$ cat config.mk
export PLATFORM = sky130hd
export DESIGN_NAME = cih_ram
export DESIGN_NICKNAME = d
export VERILOG_FILES = /design/src/hw/rtl/cih_ram.sv
export SDC_FILE = /design/constraint.sdc
export NUM_CORES = 1
export LEC_CHECK = 0
export BUFFER_PORTS_ARGS = -buffer_cell sky130_fd_sc_hd__buf_2
export CORE_UTILIZATION = 25
export CTS_BUF_LIST = sky130_fd_sc_hd__clkbuf_2
export CTS_CLUSTER_SIZE = 28
export DETAILED_ROUTE_END_ITERATION = 8
export GPL_TIMING_DRIVEN = 0
export HOLD_SLACK_MARGIN = 0.06
export MAX_ROUTING_LAYER = met4
export SYNTH_ARGS = -nofsm -noshare
export SYNTH_HDL_FRONTEND = slang
export SYNTH_SLANG_ARGS = --single-unit
$ cat constraint.sdc
create_clock -name clk_i -period 2.05 [get_ports clk_i]
set_input_delay 0.41 -clock clk_i [delete_from_list [all_inputs] [get_ports clk_i]]
set_output_delay 0.41 -clock clk_i [all_outputs]
set_load 0.005 [all_outputs]
$ cat src/hw/rtl/cih_ram.sv
// Generic simple dual-port RAM: one write port, one read port, registered read data.
// Depends on nothing.
`default_nettype none

module cih_ram #(
  parameter int WIDTH = 8,
  parameter int DEPTH = 16,
  localparam int AddrBits = (DEPTH > 1) ? $clog2(DEPTH) : 1
) (
  input  wire logic                clk_i,
  input  wire logic                we_i,
  input  wire logic [AddrBits-1:0] waddr_i,
  input  wire logic [WIDTH-1:0]    wdata_i,
  input  wire logic [AddrBits-1:0] raddr_i,
  output logic      [WIDTH-1:0]    rdata_o
);

  logic [WIDTH-1:0] mem_q [DEPTH];

  // write port and registered read port
  always_ff @(posedge clk_i) begin
    if (we_i) begin
      mem_q[waddr_i] <= wdata_i;
    end
    rdata_o <= mem_q[raddr_i];
  end

endmodule

`default_nettype wire

# [After elaboration in Yosys (flattened, before gate mapping)]
# Memories as Yosys holds them, arrays and structs flattened. A register that Yosys moved wholly into a read port is not among the register bits.
# Index checks and enable logic that the tools add are counted.
[totals] reg_bits=0 mem_bits_ro=0 mem_count=1 output_inout_bits=8 mem_bits_rw=128 latchBits=0
[memory_table] memory="mem_q" depth=16 word_bits=8 rd=1 rd_ports_with_merged_regs=1 write_ports=1 line="18" source="logic [WIDTH-1:0] mem_q [DEPTH];"
[classes] n_lt_le_gt_ge=0 add_sub_neg=0 div=0 mul=0 bitwise=0 shift=0 n_eq_ne=0 n_reduce_logical=0 n_mux=2
[ops] op="$mux 1" n=2

# [Depth between registers and ports, before layout]
# Gate-level depths: netlist (run 1).
[logic_depth] depth_word=2 depth_mapped=5 depth_no_buf=3

# [Worst setup path before layout (run 1)]
# Ideal clock, no wire load.
[synth_timing] path_type="input to register" from="in waddr_i[2]" to="mem mem_q[0][0] (enable)" path_buffers=0 arrival_time_ns=1.520 stages=2 setup_time_ns=0.383 setup_slack_ns=0.147 cell_sequence="or3b_2 -> nor3_1"
[synth_lines] item="start: declaration" line="12" source="input wire logic [AddrBits-1:0] waddr_i,"
[synth_lines] item="end: declaration" line="18"
# Straight into the memory's write port.

# [Worst setup path after layout (run 1)]
[layout_timing] from="in waddr_i[2]" to="mem mem_q[0][2] (enable)"
# Straight into the memory's write port.

==> results.toml, run 1 <==
[run_status]
status = "completed"

[yosys]
synth_area_um2 = 5147
synth-edff-count = 128
ys.flop_type = "edfxtp_1"
synthArstFlopShare_pct = 0
yosysWarningCount = 0
syn_inst = 229
yosysSeqAreaShare_pct = 77.78
syn_avg_cell_area_um2 = 22.48
ys_ff_latch = 136
synth_cell_type_count = 19
syn_nets = 247

[setup_path]
cpLargestDelayFamily = "simple AND/OR/NAND/NOR gates"
max_stage_delay_ns = 1.00
cp-start-kind = "input pin"
worst_setup_path_end_kind = "flip-flop"
path_cells = "buf_2 -> or3b_2 -> nor3_1"
path_class = "input pin to flip-flop"
cp-startpoint = "waddr_i[2]"
worstPathArrival_ns = 2.06
r2r-start = "mem_q[0][2]$_DFFE_PP_"
worstReg2RegEnd = "rdata_o[2]$_DFF_P_"
ff2ff_setup_slack_ns = 0.52
critPathRequiredTime_ns = 2.34
crit_path_top_delay_cell = "nor3_1"
path_buf_inv = 1
reg2reg_depth = 3
path_max_fanout = 8

[global_route]
grt_pass1_wl_um = 14880
antenna_found_initial = 1
grt_overflow_total = 0
grt_pass1_vias = 2410
grt_max_degree = 17
grt_usage_pct = 10.22

[pwr]
total_power_mw = 4.985
p_sw_share_pct = 21.78
power_density_nw_per_um2 = 849.4
ir_drop_mv = 0.4874
p_comb_share_pct = 6.0
intPower_mw = 3.899
leakage_nw = 1.896
pwr-share-clk_pct = 31.4
p_seq_share_pct = 62.6
switching_power_mw = 1.086

[routing]
ant_nets = 0
via_per_inst = 4.246
routedWlPerCell_um = 17.85
drt_iter0_drc = 260
drc = 0
via_count = 2369
routed_wl_um = 9962
firstDrtPassIters = 4

[cts]
post_cts_resized = 0
cts_num_sinks = 136
clock_latency_ns = 0.67
path_clk_slew_ns = 0.19
max-clock-path-buffers = 2
cts_tree = "yes"
numCtsBuffers = 17
cts_root_buffer = "clkbuf_2"
postCtsSetupRepairBufs = 0
htreeDepth = 4

[placed_design]
dp_cells = 523
dp_hpwl_um = 6581
io_buffers = 24
finalWeightedCongestion = 0.7628
place_area_um2 = 5605

[timing]
fin_crit_ns = 1.763
rsz0062_at_grt = "no"
hold_viol_final = 0
timing.slew.headroom_pct = 13.33
skew_ns = 0.03001
fmax_ghz = 0.5674
finalCritPeriodShare_pct = 85.98
setup_violations = 0
worst_slew_pin_slew_ns = 1.290
drv_slew = 0

[finish]
instances_no_fill = 558
area_delta_synth_final_pct = 14.03
utilization_pct = 29.01
final_nets = 293
drive_gt1_share_pct = 28.92
fin_area_um2 = 5869
n_fill_cell = 1977

[floorplan]
initial_core_util_pct = 25.44
die_area_um2 = 21170
num_rows = 52
io_pins = 26
die_width_um = 145.5
die_y_um = 145.5
coreArea_um2 = 20230

[worst_hold_path]
min_from = "wdata_i[7]"
holdPathEnd = "mem_q[5][7]$_DFFE_PP_"
hold_depth = 1
hold_class = "input pin to flip-flop"

[run]
maxCapViolCount = 0
==> synth_stat cells, types with 2 or more instances <==
| master | number | area [µm²] |
|---|---|---|
| a22oi_1 | 16 | 120.1 |
| buf_2 | 3 | 15.01 |
| buf_6 | 3 | 33.78 |
| clkdlybuf4s25_2 | 3 | 30.03 |
| dfxtp_1 | 8 | 160.2 |
| edfxtp_1 | 128 | 3844 |
| mux4_1 | 14 | 367.9 |
| mux4_2 | 18 | 405.4 |
| nand2_1 | 9 | 33.78 |
| nand2b_1 | 2 | 12.51 |
| nand3b_1 | 2 | 15.01 |
| nor2_1 | 13 | 48.80 |
| nor3_1 | 4 | 20.02 |
==> sequential cells by signal, summed over array words and instances, names as in the netlist <==
signal	flops
mem_q	128
rdata_o	8
==> worst max-delay path by stage <==
stage	endpoint	slack (ns)	depth (start not counted)
finish	mem_q[0][2]$_DFFE_PP_	0.29	3
global placement	mem_q[0][2]$_DFFE_PP_	-0.39	3
CTS	mem_q[0][2]$_DFFE_PP_	0.28	3
floorplan	mem_q[0][0]$_DFFE_PP_	0.15	2
detailed placement	mem_q[0][2]$_DFFE_PP_	-0.49	3
global route	mem_q[0][7]$_DFFE_PP_	0.25	3
==> layout by cell type, fill, tap and decap left out <==
cell             Yosys  routed
a22oi_1             16      16
and2_1               1       1
and2b_1              1       1
buf_2                3      28
buf_4                1       1
buf_6                3       3
bufinv_16            0       3
clkbuf_2             0      20
clkdlybuf4s25_2      3       3
clkinv_1             0       3
clkinv_2             0       3
clkinvlp_4           0       2
dfxtp_1              8       8
diode_2              0       1
dlygate4sd3_1        0       2
edfxtp_1           128     128
mux4_1              14      14
mux4_2              18      18
nand2_1              9       9
nand2b_1             2       2
nand3_1              1       1
nand3b_1             2       2
nor2_1              13      13
nor2b_1              1       1
nor3_1               4       3
nor3_2               0       1
or3b_2               1       1
==> what timing repair did <==
item | in CTS | in global routing
endpoints found under the setup margin | 0 | 0
endpoints found under the hold margin | 8 | 14
hold buffers | 1 | 1
==> layer usage <==
| layer | global-route usage (%) | routed length [µm] | share of wire [%] |
|---|---|---|---|
| met1 | 13.39 | 4539 | 46 |
| met2 | 15.02 | 4598 | 46 |
| met3 | 3.041 | 688 | 6.9 |
| met4 | 3.632 | 135 | 1.4 |
| met5 | - | 0 | 0 |
==> power by group through the flow <==
stage	clock network, mW	logic (mW)	registers, mW
floorplan	0	0.158	3.18
global placement	0	0.294	3.18
detailed placement	0	0.302	3.18
CTS	1.59	0.304	3.12
global route	1.70	0.325	3.13
finish	1.57	0.300	3.12
==> logic make-up after synthesis <==
kind of cell / share of synthesized area, %
mux: 15.02
buf+inv: 1.677
simple gates: 3.184
flops: 77.78
compound gates: 2.334
==> stage by stage <==
stage	hold WS, ns	setup TNS [ns]	setup slack (ns)
final	0.1260	0	0.2875
after global routing	0.07140	0	0.2455
after CTS	0.06165	0	0.2769
after detailed placement	0.6632	-8.486	-0.4876
after global placement	0.6585	-6.396	-0.3896
after floorplan	0.5089	0	0.1471
==> cell type report <==
class / instances / area (µm²) / share of cell area, %
diodes: 1 / 2.502 / 0.04263
plain buffers: 10 / 86.33 / 1.471
well taps: 270 / 337.8 / 5.756
multi-input cells: 83 / 1062 / 18.10
repair buffers: 27 / 145.1 / 2.473
flip-flops and latches: 136 / 4004 / 68.22
clock inverters: 11 / 131.4 / 2.238
clock buffers: 20 / 100.1 / 1.705
Note: power is estimated with default switching activity, not from simulation.
==> run 2: changes to the inputs <==
==> constraint.sdc (replaced) <==
create_clock -name clk_i -period 2.05 [get_ports clk_i]
set_input_delay 0.1025 -clock clk_i [delete_from_list [all_inputs] [get_ports clk_i]]
set_output_delay 0.1025 -clock clk_i [all_outputs]
set_load 0.005 [all_outputs]
==> run 2 against run 1 <==
- hold slack gained 0.011 ns
- clock-buffer cell count is the same
- die area is the same
- non-clock buffer count grew 20
- clock power is essentially flat
- flip-flop and latch count is the same
- core utilization grew 1.0 points
- setup slack lost 0.26 ns
- highest routed layer unchanged
==> results.toml, run 2 (same netlist as run 1, synthesis figures left out) <==
[floorplan]
num_rows = 52
die_y_um = 145.5
io_pins = 26
coreArea_um2 = 20230
die_width_um = 145.5
initial_core_util_pct = 25.44
die_area_um2 = 21170

[setup_path]
worst_setup_path_end_kind = "flip-flop"
worstPathArrival_ns = 2.55
critPathRequiredTime_ns = 2.58
path_max_fanout = 1
path_class = "flip-flop to flip-flop"
r2r-start = "mem_q[3][7]$_DFFE_PP_"
ff2ff_setup_slack_ns = 0.03
reg2reg_depth = 4
cp-start-kind = "flip-flop"
worstReg2RegEnd = "rdata_o[7]$_DFF_P_"

[cts]
path_clk_slew_ns = 0.17
max-clock-path-buffers = 2
cts_root_buffer = "clkbuf_2"
cts_tree = "yes"
clock_latency_ns = 0.66
htreeDepth = 4
numCtsBuffers = 17
cts_num_sinks = 136

[routing]
drc = 0
firstDrtPassIters = 4
ant_nets = 0
via_count = 2466
via_per_inst = 4.266
routedWlPerCell_um = 17.47
routed_wl_um = 10100
drt_iter0_drc = 266

[pwr]
power_density_nw_per_um2 = 823.3
leakage_nw = 1.977
ir_drop_mv = 0.5076

[run]
maxCapViolCount = 0

[timing]
skew_ns = 0.02429
totalNegativeSetupSlack_ns = 0
drv_slew = 0
finalCritPeriodShare_pct = 98.51
hold_viol_final = 0
setup_violations = 0
worst_slew_pin_slew_ns = 0.8263
finalWorstSetupSlack_ns = 0.03062
fmax_ghz = 0.4952
rsz0062_at_grt = "no"
timing.slew.headroom_pct = 44.61
fin_crit_ns = 2.019

[placed_design]
finalWeightedCongestion = 0.7628
detailedPlace.worstSlack_ns = -0.1801
io_buffers = 24
dp_cells = 523
dp_hpwl_um = 6581

[finish]
final_nets = 313
instances_no_fill = 578
regMostFlops = "mem_q"
layout_common_cells = "128 x edfxtp_1, 28 x buf_2, 22 x dlygate4sd3_1"
n_fill_cell = 1963
largest_register_ffs = 128
final_common_cell = "edfxtp_1"
drive_gt1_share_pct = 27.69
top_regs = "mem_q x128, rdata_o x8"
area_delta_synth_final_pct = 18.11

[worst_hold_path]
hold_depth = 4
holdPathEnd = "rdata_o[6]$_DFF_P_"
hold_class = "input pin to flip-flop"
min_from = "raddr_i[2]"

[global_route]
grt_overflow_total = 0
grt_max_degree = 17
grt_pass1_wl_um = 15190
grt_pass1_vias = 2494
antenna_found_initial = 1
grt_usage_pct = 10.36

[run_status]
status = "completed"
run 2: per-layer routing:
layer	wire length [µm]	track usage, %	vias up
li1	-	-	1107
met5	0	-	-
met3	712	3.041	11
met1	4470	13.53	1272
met4	131	3.632	0
met2	4781	15.34	76
run 2: worst max-delay path by stage:
stage	cells past startpoint	startpoint	end
2_1_floorplan	2	waddr_i[2]	mem_q[0][0]$_DFFE_PP_
3_3_place_gp	3	waddr_i[2]	mem_q[0][2]$_DFFE_PP_
3_5_place_dp	3	waddr_i[2]	mem_q[0][2]$_DFFE_PP_
4_1_cts	4	waddr_i[2]	mem_q[0][2]$_DFFE_PP_
5_1_grt	4	mem_q[3][7]$_DFFE_PP_	rdata_o[7]$_DFF_P_
6_report	4	mem_q[3][7]$_DFFE_PP_	rdata_o[7]$_DFF_P_
run 2: cell type report:
type | instances | area [µm²] | area share, %
multi-input combinational | 83 | 1072 | 17.64
sequential | 136 | 4004 | 65.86
buffer | 10 | 86.33 | 1.420
clock buffer | 20 | 100.1 | 1.646
timing repair buffer | 47 | 345.3 | 5.680
antenna | 1 | 2.502 | 0.04116
clock inverter | 11 | 131.4 | 2.161
tap | 270 | 337.8 | 5.557
run 2: worst max-delay path: stages, from the launching register on:
cell and delay [ns]:
edfxtp_1 0.40, mux4_2 0.46, dlygate4sd3_1 0.57, a22oi_1 0.34, nand2_1 0.12
run 2: stage by stage:
stage	utilization, %	hold WS, ns	total power, mW	instance area (µm²)
6_report	30.05	0.1374	5.005	6080
3_5_place_dp	27.70	0.4896	3.485	5605
2_1_floorplan	-	0.2014	3.339	5147
4_1_cts	29.89	0.06219	5.048	6047
3_3_place_gp	27.70	0.4950	3.474	5605
5_1_grt	30.05	0.1210	5.183	6080
run 2: where the power goes:
| part | switching (mW) | total, mW | internal (mW) |
|---|---|---|---|
| registers | 0.0146 | 3.12 | 3.10 |
| logic | 0.181 | 0.332 | 0.150 |
| clock network | 0.886 | 1.55 | 0.669 |
run 2: timing repair:
| action | CTS | global route |
|---|---|---|
| hold endpoints to repair | 186 | 7 |
| gates resized for setup | 0 | 2 |
| endpoints found under the setup margin | 0 | 9 |
| setup buffers | 0 | 0 |
| hold buffers | 21 | 1 |
==> run 3: changes to the inputs <==
--- a/config.mk
+++ b/config.mk
@@ -5,6 +5,7 @@
 export SDC_FILE = /design/constraint.sdc
 export NUM_CORES = 1
 export LEC_CHECK = 0
+export ABC_AREA = 1
 export BUFFER_PORTS_ARGS = -buffer_cell sky130_fd_sc_hd__buf_2
 export CORE_UTILIZATION = 25
 export CTS_BUF_LIST = sky130_fd_sc_hd__clkbuf_2
==> run 3 against run 2 <==
- area after synthesis increased by 12%
- flip-flop and latch count unchanged
- hold slack about the same
- highest routed layer unchanged
- non-clock buffer count increased by 11
- first-iteration DRC count increased by 21%
- clock-buffer cell count decreased by 2
==> results.toml, run 3 <==
[run_status]
status = "completed"

[cts]
htreeDepth = 4
cts_root_buffer = "clkbuf_2"
numCtsBuffers = 17
clock_latency_ns = 0.73
cts_num_sinks = 136
cts_tree = "yes"
max-clock-path-buffers = 2
path_clk_slew_ns = 0.17
postCtsSetupRepairBufs = 0

[finish]
antenna_cells = 0
area_delta_synth_final_pct = 15.90
top_regs = "mem_q x128, rdata_o x8"
drive_gt1_share_pct = 12.78
final_common_cell = "nand2_1"
regArea_um2 = 4004
final_nets = 632
layout_common_cells = "172 x nand2_1, 128 x edfxtp_1, 100 x inv_1"
n_fill_cell = 2350
multiInputGateArea_um2 = 1221
largest_register_ffs = 128
regMostFlops = "mem_q"

[yosys]
synth_top_area_share_pct = 66.65
yosysMostFrequentCell = "nand2_1"
synth_cell_type_count = 12
synth_area_um2 = 5767
synth_top_cell_by_area = "edfxtp_1"
yosysWarningCount = 0
syn_nets = 569
yosysSeqAreaShare_pct = 69.43
synthArstFlopShare_pct = 0
synth-edff-count = 128
syn_avg_cell_area_um2 = 10.47
ys.flop_type = "edfxtp_1"
syn_inst = 551
ys_ff_latch = 136
synth_area_leaders = "edfxtp_1 67%, nand2_1 11%, nand3_1 8.4%, inv_1 6.5%, dfxtp_1 2.8%"
yosys-top-cells-count = "173 x nand2_1, 128 x edfxtp_1, 100 x inv_1"

[floorplan]
num_rows = 55
die_width_um = 153.9
initial_core_util_pct = 25.47
coreArea_um2 = 22640
die_y_um = 153.9
die_area_um2 = 23680
io_pins = 26

[pwr]
leakage_nw = 2.842
total_power_mw = 5.112
pwr-share-clk_pct = 30.2
switching_power_mw = 1.309
intPower_mw = 3.803
p_sw_share_pct = 25.60
p_seq_share_pct = 61.1
power_density_nw_per_um2 = 764.8
ir_drop_mv = 0.3966
p_comb_share_pct = 8.7

[worst_hold_path]
hold_class = "input pin to flip-flop"

[routing]
ant_nets = 0
routed_wl_um = 14500
routedWlPerCell_um = 15.92
drc = 0
firstDrtPassIters = 5
via_count = 3922
drt_iter0_drc = 323
via_per_inst = 4.305

[run]
maxCapViolCount = 0

[timing]
worst_slew_pin_slew_ns = 0.9482
setup_violations = 0
finalCritPeriodShare_pct = 92.07
fmax_ghz = 0.5298
fin_crit_ns = 1.887
timing.slew.headroom_pct = 36.55
totalNegativeSetupSlack_ns = 0
drv_slew = 0
rsz0062_at_grt = "no"
hold_viol_final = 0
holdWs_ns = 0.1372
skew_ns = 0.03496

[global_route]
grt_max_degree = 17
antenna_found_initial = 0
grt_overflow_total = 0
grt_pass1_wl_um = 21670
grt_usage_pct = 13.06
grt_pass1_vias = 3676

[placed_design]
finalWeightedCongestion = 0.8135
io_buffers = 22
dp_hpwl_um = 9415

[setup_path]
path_class = "input pin to flip-flop"
worstPathArrival_ns = 2.25
worst_setup_path_end_kind = "flip-flop"
crit_path_top_delay_cell = "nor2_1"
max_stage_delay_ns = 0.71
path_cells = "dlygate4sd3_1 -> buf_2 -> nand3b_1 -> dlygate4sd3_1 -> nor2_1"
path_max_fanout = 8
critPathRequiredTime_ns = 2.41
cp-start-kind = "input pin"
crit_path_frequent_cell = "dlygate4sd3_1"
[run 3: cell types whose count changed in the layout (fill, tap and decap cells not counted), sizes merged, moves of 3 or more]
cell	previous run	this run
clkdlybuf4s25	3	0
nand2	9	173
inv	0	102
clkinv	6	10
a22oi	16	0
nor3	4	0
nor2	13	17
nand3	1	97
buf	32	46
mux4	32	0
[run 3: cell type report]
cell class                      count  area share (%)
Clock inverter                     13           1.984
Buffer                             24           2.490
Multi-Input combinational cell    289           18.27
Inverter                          102           5.728
Timing Repair Buffer               44           4.942
Clock buffer                       18           1.348
Tap cell                          285           5.335
Sequential cell                   136           59.90
[run 3: through the flow]
step           utilization, %  std cells  instance area [µm²]  worst slack [ns]
2_1_floorplan               -        551                 5767            0.9967
3_3_place_gp            27.53        858                 6233            0.4731
3_5_place_dp            27.53        858                 6233            0.4642
4_1_cts                 29.58        913                 6696           0.02101
5_1_grt                 29.52        911                 6684           0.05138
6_report                29.52        911                 6684            0.1626
[run 3: what timing repair did]
| item | in CTS | in global routing |
|---|---|---|
| gates resized for setup | 0 | 2 |
| hold buffers | 24 | 0 |
| setup endpoints to repair | 0 | 2 |
| hold endpoints to repair | 262 | 0 |
[run 3: final timing paths]
path	startpoint	end	slack (ns)	depth (start not counted)
worst min-delay path	raddr_i[0]	rdata_o[1]$_DFF_P_	0.14	8
worst max register to register	mem_q[4][4]$_DFFE_PP_	rdata_o[4]$_DFF_P_	0.53	7
worst max-delay path	waddr_i[2]	mem_q[9][2]$_DFFE_PP_	0.16	5
worst min register to register	mem_q[7][2]$_DFFE_PP_	rdata_o[2]$_DFF_P_	0.71	6
[run 3: cell families (layout without fill, tap and decap cells)]
kind of cell	after synthesis	after routing	synth area share (%)
flip-flops	136	136	69.43
buffers and inverters	126	201	9.525
AND/OR/NAND/NOR	289	289	21.05
[run 3: worst max-delay path: cells and delay by family]
family,cells,cell delay [ns]
AND/OR/NAND/NOR,2,0.86
buffers and inverters,3,1.27
[run 3: power groups by stage]
stage / logic, mW / clock network, mW / registers, mW
finish: 0.444 / 1.55 / 3.12
global route: 0.486 / 1.68 / 3.13
CTS: 0.448 / 1.56 / 3.12
detailed placement: 0.406 / 0 / 3.19
global placement: 0.401 / 0 / 3.19
floorplan: 0.219 / 0 / 3.18
[run 3: per-layer routing]
layer	part of all wire (%)	track usage, %	up-vias
met5	0	-	-
met4	2.4	4.905	0
met3	7.2	3.551	25
met2	45	19.39	160
met1	46	16.96	1838
li1	-	-	1899
